$ cat src/hmb_pkg.sv
// ============================================================================
// hmb_pkg
// Shared constants, types and the I/O default table of the memory bus.
// ============================================================================
package hmb_pkg;

    localparam int ADDR_W     = 16;
    localparam int DATA_W     = 8;
    localparam int MEM_DEPTH  = 1 << ADDR_W;
    localparam int DMA_LENGTH = 160;
    localparam int DMA_CNT_W  = $clog2(DMA_LENGTH + 1);

    localparam logic [1:0] REQ_CPU_READ  = 2'd0;
    localparam logic [1:0] REQ_CPU_WRITE = 2'd1;
    localparam logic [1:0] REQ_PPU_READ  = 2'd2;
    localparam logic [1:0] REQ_ROM_LOAD  = 2'd3;

    localparam logic [1:0] ST_DONE    = 2'd0;
    localparam logic [1:0] ST_IGNORED = 2'd1;
    localparam logic [1:0] ST_BLOCKED = 2'd2;
    localparam logic [1:0] ST_DMA     = 2'd3;

    localparam logic [1:0] MODE_OAM_SCAN = 2'd2;
    localparam logic [1:0] MODE_DRAWING  = 2'd3;

    localparam logic [ADDR_W-1:0] ADDR_VRAM_LO = 16'h8000;
    localparam logic [ADDR_W-1:0] ADDR_VRAM_HI = 16'h97FF;
    localparam logic [ADDR_W-1:0] ADDR_OAM_LO  = 16'hFE00;
    localparam logic [ADDR_W-1:0] ADDR_OAM_HI  = 16'hFE9F;
    localparam logic [ADDR_W-1:0] ADDR_DIV     = 16'hFF04;
    localparam logic [ADDR_W-1:0] ADDR_LY      = 16'hFF44;
    localparam logic [ADDR_W-1:0] ADDR_DMA     = 16'hFF46;
    localparam logic [ADDR_W-1:0] ADDR_PAL_LO  = 16'hFF47;
    localparam logic [ADDR_W-1:0] ADDR_PAL_HI  = 16'hFF49;
    localparam logic [7:0]        IO_PAGE      = 8'hFF;

    typedef struct packed {
        logic clear_step;
        logic load;
        logic exec;
        logic read_resp;
        logic dma_step;
    } dp_cmd_t;

    typedef struct packed {
        logic clr_last;
        logic need_read;
        logic is_dma;
        logic dma_last;
    } dp_stat_t;

    function automatic logic [DATA_W-1:0] io_default(input logic [7:0] off);
        logic [DATA_W-1:0] v;
        case (off)
            8'h00: v = 8'h3F;
            8'h02: v = 8'h7E;
            8'h04: v = 8'h18;
            8'h07: v = 8'hF8;
            8'h0F: v = 8'hE1;
            8'h10: v = 8'h80;
            8'h11: v = 8'hBF;
            8'h12: v = 8'hF3;
            8'h13: v = 8'hFF;
            8'h14: v = 8'hBF;
            8'h16: v = 8'h3F;
            8'h18: v = 8'hFF;
            8'h19: v = 8'hBF;
            8'h1A: v = 8'h7F;
            8'h1B: v = 8'hFF;
            8'h1C: v = 8'h9F;
            8'h1D: v = 8'hFF;
            8'h1E: v = 8'hBF;
            8'h20: v = 8'hFF;
            8'h23: v = 8'hBF;
            8'h24: v = 8'h77;
            8'h25: v = 8'hF3;
            8'h26: v = 8'hF1;
            8'h40: v = 8'h91;
            8'h41: v = 8'h81;
            8'h44: v = 8'h91;
            8'h46: v = 8'hFF;
            8'h47: v = 8'hFC;
            8'h4D: v = 8'h7E;
            8'h4F: v = 8'hFE;
            8'h50: v = 8'hFF;
            8'h51: v = 8'hFF;
            8'h52: v = 8'hFF;
            8'h53: v = 8'hFF;
            8'h54: v = 8'hFF;
            8'h55: v = 8'hFF;
            8'h56: v = 8'h3E;
            8'h70: v = 8'hF8;
            default: v = 8'h00;
        endcase
        return v;
    endfunction

endpackage

$ cat src/hmb_ctrl.sv
// ============================================================================
// hmb_ctrl
// Controller: sequences the memory clear, request execution, read response
// and the OAM DMA copy.
// ============================================================================
module hmb_ctrl (
    input  logic              clk,
    input  logic              rst_n,
    input  logic              start,
    output logic              busy,
    output hmb_pkg::dp_cmd_t  cmd,
    input  hmb_pkg::dp_stat_t stat
);

    import hmb_pkg::*;

    localparam logic [2:0] S_CLEAR = 3'd0;
    localparam logic [2:0] S_IDLE  = 3'd1;
    localparam logic [2:0] S_EXEC  = 3'd2;
    localparam logic [2:0] S_READ  = 3'd3;
    localparam logic [2:0] S_DMA   = 3'd4;

    logic [2:0] state_reg;
    logic [2:0] state_next;

    always_comb
    begin
        state_next = state_reg;
        case (state_reg)
            S_CLEAR:
            begin
                if (stat.clr_last)
                begin
                    state_next = S_IDLE;
                end
            end
            S_IDLE:
            begin
                if (start)
                begin
                    state_next = S_EXEC;
                end
            end
            S_EXEC:
            begin
                if (stat.need_read)
                begin
                    state_next = S_READ;
                end
                else if (stat.is_dma)
                begin
                    state_next = S_DMA;
                end
                else
                begin
                    state_next = S_IDLE;
                end
            end
            S_READ:
            begin
                state_next = S_IDLE;
            end
            S_DMA:
            begin
                if (stat.dma_last)
                begin
                    state_next = S_IDLE;
                end
            end
            default:
            begin
                state_next = S_IDLE;
            end
        endcase
    end

    always_ff @(posedge clk or negedge rst_n)
    begin
        if (!rst_n)
        begin
            state_reg <= S_CLEAR;
        end
        else
        begin
            state_reg <= state_next;
        end
    end

    assign busy           = (state_reg != S_IDLE);
    assign cmd.clear_step = (state_reg == S_CLEAR);
    assign cmd.load       = (state_reg == S_IDLE) && start;
    assign cmd.exec       = (state_reg == S_EXEC);
    assign cmd.read_resp  = (state_reg == S_READ);
    assign cmd.dma_step   = (state_reg == S_DMA);

endmodule

$ cat config.mk
export PLATFORM = sky130hd
export DESIGN_NAME = hmb_ctrl
export DESIGN_NICKNAME = d
export VERILOG_FILES = /design/src/hmb_pkg.sv /design/src/hmb_ctrl.sv
export SDC_FILE = /design/constraint.sdc
export NUM_CORES = 1
export LEC_CHECK = 0
export BUFFER_PORTS_ARGS = -buffer_cell sky130_fd_sc_hd__buf_4
export CAP_MARGIN = 20
export CORE_AREA = 2 2 39 41
export DETAILED_ROUTE_END_ITERATION = 7
export DIE_AREA = 0 0 41 43
export GPL_TIMING_DRIVEN = 0
export SLEW_MARGIN = 15
export SYNTH_ARGS = -nofsm -noshare
export SYNTH_HDL_FRONTEND = slang
export SYNTH_SLANG_ARGS = --single-unit
$ cat constraint.sdc
create_clock -name clk -period 3.1 [get_ports clk]
set_input_delay 0.31 -clock clk [delete_from_list [all_inputs] [get_ports clk]]
set_output_delay 0.31 -clock clk [all_outputs]
set_load 0.02 [all_outputs]
Yosys cells after proc, flatten, opt, wreduce, memory -nomap -nowiden

Cells that the tools add are included.

Flip-flop bits (word level): 3
Output and inout port bits: 6

Eq/ne operators: 8
Multiplexer cells: 6
Reduce and logical (&&, ||, !) cells: 3

Operator list:

| kind                 | count |
|---|---|
| $mux W3              | 5 |
| $pmux W3 S4          | 1 |
| $eq A3 B2 Y1 const B | 2 |
| $ne A2 B1 Y1 const B | 2 |
| $eq A3 B1 Y1 const B | 1 |
| $eq A3 B3 Y1 const B | 1 |
| $logic_not A3 Y1     | 1 |
| $ne A3 B1 Y1 const B | 1 |
| $reduce_and A3 Y1    | 1 |
| $ne A2 B2 Y1 const B | 1 |
| $logic_and A1 B1 Y1  | 1 |

Logic depth before layout (Yosys ltp)

Gate-level depths: netlist (run 1).

Word-level depth: 3
Mapped depth: 4

Least setup slack after synthesis (run 1)

No wires, ideal clock.

Path type: register to output
Start: reg state_reg[0]
End: out cmd[0] in the netlist's numbering
Data arrival time: 1,072 ps
Required time: 2,790 ps
Path slack: 1,718 ps
Stages on the path, launching flop included: 3
Buffers on the path: 1
Cell sequence: dfrtp_1 -> buf_2 -> nor3b_1

RTL lines:

| element                | line           | RTL |
|---|---|---|
| start, declared        | hmb_ctrl.sv:23 | `logic [2:0] state_reg;` |
| start signal, assigned | hmb_ctrl.sv:85 | `state_reg <= state_next;` |
| end, declared          | hmb_ctrl.sv:11 | `output hmb_pkg::dp_cmd_t cmd,` |

==> results.py, run 1 <==
metrics = {
    "floorplanning": {
        "die_area_um2": 1760,
        "dieHeight_um": 43,
        "die_x_um": 41,
        "coreArea_um2": 1380,
        "ioPinCount": 13,
        "rows": 14,
        "start_util_pct": 15.6,
    },
    "worst_setup_path": {
        "startpoint_type": "register",
        "cp.depth": 3,
        "max_stage_delay_ns": 0.40,
        "crit_arrival_ns": 1.21,
        "cp_slowest_cell": "dfrtp_1",
        "r2r_slack_ns": 2.04,
        "cp-endpoint": "cmd[0]",
        "reg2reg_depth": 3,
        "critPathCaptureType": "primary output",
        "crit_buf_inv": 2,
        "timing.rr.start": "state_reg[0]",
        "worstSetupPathType": "register to primary output",
        "path_cells": "buf_2 -> nor3b_1 -> buf_4",
        "cp_max_fo": 10,
        "r2r-end": "state_reg[0]",
        "critical-path-top-delay-family": "flip-flops",
        "cp-startpoint": "state_reg[0]",
        "required_ns": 2.79,
    },
    "clock_tree": {
        "numCtsBuffers": 3,
        "clock_sinks": 3,
        "clk_path_buf_depth": 2,
        "htree_levels": 1,
        "cts.clk_slew.worst_paths_ns": 0.04,
        "cts-root-buf": "clkbuf_4",
        "post_cts_buffers": 0,
        "clock_latency_ns": 0.23,
        "cts_tree": "done",
    },
    "routing": {
        "num_vias": 230,
        "ant_nets": 0,
        "viasPerCell": 3.97,
        "wire_per_inst_um": 9.21,
        "wl_um": 534,
        "drtPass1Iterations": 3,
        "drc": 0,
        "drt_iter0_drc": 6,
    },
    "synthesis": {
        "yosysUniqueCellTypes": 13,
        "yosysSeqAreaShare_pct": 34.7,
        "synth_edf_count": 0,
        "syn_nets": 32,
        "yosysTopAreaCellShare_pct": 34.7,
        "synth_area_leaders": "dfrtp_1, o31ai_1, nor4bb_1, nor2_1, nor3b_1",
        "yosysTopAreaCell": "dfrtp_1",
        "async_flop_share_pct": 100,
        "synthesis.instances": 25,
        "yosys-top-cells-count": "nor2_1, dfrtp_1, o31ai_1",
        "syn_avg_cell_area_um2": 8.66,
        "ys_ff_latch": 3,
        "synthFlopType": "dfrtp_1",
        "synth_area_um2": 216,
        "yosysMostFrequentCell": "nor2_1",
        "yosysWarnings": 0,
    },
    "placed_design": {
        "hpwl_um": 420,
        "place_congestion": 0.731,
        "place_area_um2": 327,
        "dp_slack_ns": 1.84,
        "io_buffers": 12,
    },
    "power": {
        "irDropWorstVdd_uv": 233,
        "leakagePower_nw": 0.175,
        "power_density_nw_per_um2": 908,
        "total_power_mw": 0.329,
    },
    "layout": {
        "antenna_cells": 0,
        "area.growth.synth_to_final_pct": 67.6,
        "drive_gt1_share_pct": 45.2,
        "largest_reg_flops": 3,
        "finalNetCount": 50,
        "stdcell_area_um2": 363,
    },
    "sta": {
        "skew_ns": 0.00368,
        "worst_pin_slew_ns": 0.252,
        "rsz0062_at_grt": "no",
        "finalMaxSlewViolations": 0,
        "fin_setup_tns_ns": 0,
        "finalCriticalPeriod_ns": 1.52,
        "final-hold-violation-count": 0,
        "slew_headroom_pct": 83.0,
        "timing.fmax_ghz": 0.660,
        "fin_ws_ns": 1.58,
        "period_share_pct": 48.9,
        "setup_viol": 0,
    },
    "grt": {
        "antenna_found_initial": 0,
        "grt_first_pass_wirelength_um": 862,
        "grt-ovfl-total": 0,
        "grt_max_degree": 11,
        "track_usage_pct": 7.44,
        "grt_pass1_vias": 217,
    },
    "run": {
        "drv_cap": 0,
    },
    "worst_hold_path": {
        "hp-class": "primary input to register",
    },
    "status": {
        "status": "completed",
    },
}
## repair_timing
action / CTS / global route
resized for setup: 0 / 0
endpoints found under the hold margin: 3 / 0
hold buffers: 1 / 0
## stage by stage
step	std cells	utilization (%)	hold WS, ns
global placement	53	23.6	0.0991
CTS	58	26.2	0.307
detailed placement	53	23.6	0.0998
floorplan	25	-	0.0144
finish	58	26.2	0.314
global route	58	26.2	0.329
## power breakdown
part,leakage (nW),switching [mW],internal (mW)
Sequential,0.0376,0.0122,0.0530
Combinational,0.122,0.104,0.0909
Clock,0.0150,0.0213,0.0483
Total,0.175,0.137,0.192
## worst min-delay path by stage
stage             from      endpoint  slack, ns  cells past startpoint
6_report       stat[0]  state_reg[0]       0.31                      3
3_3_place_gp     rst_n  state_reg[1]        0.1                      1
5_1_grt        stat[0]  state_reg[0]       0.33                      3
2_1_floorplan    rst_n  state_reg[0]       0.01                      0
3_5_place_dp     rst_n  state_reg[1]        0.1                      1
4_1_cts        stat[0]  state_reg[0]       0.31                      3
## logic make-up (layout without fill, tap and decap cells)
group           Yosys count  in the layout  share of synthesized area [%]
flops                     3              3                           34.7
simple gates             14             14                           40.5
compound gates            5              5                           15.0
buf+inv                   3             20                           9.83
## per-layer routing
metal  vias up  part of all wire [%]  global-route usage [%]
met2         6                    42                    8.75
met1        99                    55                    10.0
li1        125                     -                       -
met4         0                     0                    4.00
met3         0                   2.8                    4.71
met5         -                     0                       0
## cell usage in the layout (no fill, tap or decap), drive strengths merged
master	instances
buf	15
nand3b	2
dfrtp	3
nor4bb	2
a21oi	2
and3	1
nand2	2
o31ai	3
nor2	4
dlygate4sd3	1
clkbuf	4
nor3b	2
nor3	1
## cell type report
| cell class | instances | area (um^2) |
|---|---|---|
| Timing Repair Buffer | 13 | 100 |
| Clock buffer | 4 | 26.3 |
| Buffer | 3 | 21.3 |
| Sequential cell | 3 | 75.1 |
| Multi-Input combinational cell | 19 | 120 |
| Tap cell | 16 | 20.0 |
| Fill cell | 156 | 1020 |
## worst register-to-register path, stage by stage, from the launching register on
cell	delay [ns]
dfrtp_1	0.40
buf_2	0.19
o31ai_1	0.26
o31ai_1	0.09
No activity file was read; power rests on OpenSTA's default activity.
==> inputs of run 2 (changes only) <==
--- a/config.mk
+++ b/config.mk
@@ -5,6 +5,7 @@
 export SDC_FILE = /design/constraint.sdc
 export NUM_CORES = 1
 export LEC_CHECK = 0
+export ABC_AREA = 1
 export BUFFER_PORTS_ARGS = -buffer_cell sky130_fd_sc_hd__buf_4
 export CAP_MARGIN = 20
 export CORE_AREA = 2 2 39 41
==> constraint.sdc (replaced) <==
create_clock -name clk -period 1.55 [get_ports clk]
set_input_delay 0.155 -clock clk [delete_from_list [all_inputs] [get_ports clk]]
set_output_delay 0.155 -clock clk [all_outputs]
set_load 0.02 [all_outputs]
==> results.py, run 2 <==
metrics = {
    "worst_setup_path": {
        "cp_max_fo": 6,
        "reg2reg_depth": 6,
        "timing.rr.start": "state_reg[2]",
        "critPathCaptureType": "primary output",
        "required_ns": 1.39,
        "crit_arrival_ns": 1.18,
        "r2r_slack_ns": 0.54,
        "path_cells": "inv_2 -> nand3_2 -> nor2_1 -> buf_4",
        "cp_slowest_cell": "dfrtp_1",
        "r2r-end": "state_reg[1]",
        "startpoint_type": "register",
        "worstSetupPathType": "register to primary output",
        "max_stage_delay_ns": 0.44,
    },
    "grt": {
        "grt_max_degree": 7,
        "grt-ovfl-total": 0,
        "grt_pass1_vias": 222,
        "antenna_found_initial": 0,
        "track_usage_pct": 7.53,
        "grt_first_pass_wirelength_um": 793,
    },
    "sta": {
        "skew_ns": 0.00463,
        "worst_pin_slew_ns": 0.216,
        "slew_headroom_pct": 85.6,
        "finalCriticalPeriod_ns": 1.33,
        "rsz0062_at_grt": "no",
        "final-hold-violation-count": 0,
        "finalMaxSlewViolations": 0,
        "period_share_pct": 85.8,
        "setup_viol": 0,
        "fin_setup_tns_ns": 0,
        "timing.fmax_ghz": 0.752,
    },
    "synthesis": {
        "ys_ff_latch": 3,
        "synth_area_leaders": "dfrtp_1, nor2_1, nand3_1, nor3_1, inv_1",
        "yosys-top-cells-count": "nor2_1, inv_1, nand2_1",
        "yosysTopAreaCellShare_pct": 35.9,
        "yosysUniqueCellTypes": 12,
        "yosysSeqAreaShare_pct": 35.9,
        "yosysWarnings": 0,
        "async_flop_share_pct": 100,
        "syn_avg_cell_area_um2": 6.74,
        "synthFlopType": "dfrtp_1",
        "synth_edf_count": 0,
        "yosysMostFrequentCell": "nor2_1",
        "synth_area_um2": 209,
        "yosysTopAreaCell": "dfrtp_1",
        "synthesis.instances": 31,
        "syn_nets": 38,
    },
    "floorplanning": {
        "coreArea_um2": 1380,
        "die_area_um2": 1760,
        "dieHeight_um": 43,
        "die_x_um": 41,
        "ioPinCount": 13,
        "start_util_pct": 15.1,
        "rows": 14,
    },
    "power": {
        "power_density_nw_per_um2": 1860,
        "irDropWorstVdd_uv": 415,
        "leakagePower_nw": 0.205,
    },
    "layout": {
        "layout_commonest_cell": "buf_4",
        "drive_gt1_share_pct": 41.7,
        "area.growth.synth_to_final_pct": 70.1,
        "finalNetCount": 56,
        "stdcell_area_um2": 355,
        "antenna_cells": 0,
        "largest_reg_flops": 3,
        "final_cell_mix": "buf_4, nor2_1, inv_1, nand2_1",
    },
    "run": {
        "drv_cap": 0,
    },
    "routing": {
        "drt_iter0_drc": 3,
        "drtPass1Iterations": 4,
        "wire_per_inst_um": 8.20,
        "ant_nets": 0,
        "num_vias": 256,
        "viasPerCell": 4.00,
        "wl_um": 525,
        "drc": 0,
    },
    "worst_hold_path": {
        "worstHoldPathCells": 3,
        "holdPathEnd": "state_reg[1]",
        "hp-class": "primary input to register",
        "hp-start": "stat[2]",
    },
    "clock_tree": {
        "cts_tree": "done",
        "clock_latency_ns": 0.25,
        "cts-root-buf": "clkbuf_4",
        "clk_path_buf_depth": 2,
        "post_cts_buffers": 0,
        "cts.clk_slew.worst_paths_ns": 0.04,
        "clock_sinks": 3,
        "numCtsBuffers": 3,
        "htree_levels": 1,
    },
    "status": {
        "status": "completed",
    },
    "placed_design": {
        "hpwl_um": 425,
        "place_area_um2": 319,
        "place_congestion": 0.714,
        "io_buffers": 12,
    },
}
run 2: cell count changes after synthesis, sizes merged, moves of 2 or more:
cell / previous run / this run
nand3: 0 / 4
o31ai: 3 / 0
nand2: 2 / 4
nor3: 1 / 4
inv: 0 / 7
buf: 3 / 0
nor2: 4 / 6
nor3b: 2 / 0
nor4bb: 2 / 0
run 2: metrics by stage:
| step | cells | power, mW | utilization [%] | hold slack (ns) | worst slack, ns |
|---|---|---|---|---|---|
| after global placement | 59 | 0.514 | 23.1 | -0.0555 | 0.486 |
| after detailed placement | 59 | 0.518 | 23.1 | -0.0543 | 0.468 |
| after floorplan | 31 | 0.381 | - | -0.141 | 0.384 |
| final | 64 | 0.662 | 25.7 | 0.197 | 0.220 |
| after CTS | 64 | 0.669 | 25.7 | 0.203 | 0.207 |
| after global routing | 64 | 0.718 | 25.7 | 0.211 | 0.111 |
run 2: how the worst max path moves through the flow:
stage                 startpoint     end  slack, ns  depth (start not counted)
global placement    state_reg[2]  cmd[3]       0.49                          4
CTS                 state_reg[2]  cmd[3]       0.21                          4
global route        state_reg[2]  cmd[3]       0.11                          4
floorplan           state_reg[2]  cmd[3]       0.38                          3
finish              state_reg[2]  cmd[3]       0.22                          4
detailed placement  state_reg[2]  cmd[3]       0.47                          4
run 2: timing repair:
action                    CTS  global route
hold buffers                1             0
gates resized for setup     0             0
hold endpoints to repair    3             0
run 2: cells by family after synthesis:
| kind of cell | Yosys count | share of synthesized area (%) |
|---|---|---|
| buffers and inverters | 7 | 12.6 |
| AND/OR/NAND/NOR | 19 | 45.5 |
| flip-flops | 3 | 35.9 |
| AO/OA/AOI/OAI | 2 | 5.99 |
run 2: metal layers:
layer	wire [um]	vias up	global-route usage (%)
met5	0	-	0
met4	17	0	8.00
met3	65	2	4.71
met2	275	14	10.9
met1	167	109	6.11
li1	-	131	-
run 2: area by class of cell:
type / count / area (um^2)
fill: 158 / 1030
multi-input combinational: 21 / 108
timing repair buffer: 13 / 100
sequential: 3 / 75.1
clock buffer: 4 / 26.3
inverter: 7 / 26.3
tap: 16 / 20.0
run 2: report_power, final:
part,switching (mW),internal [mW]
sequential,0.0398,0.107
clock,0.0503,0.0971
combinational,0.215,0.152
run 2: critical path: cells and delay by family, from the launching register on:
| family | cells | cell delay (ns) |
|---|---|---|
| flops | 1 | 0.44 |
| simple gates | 2 | 0.25 |
| buf+inv | 2 | 0.25 |
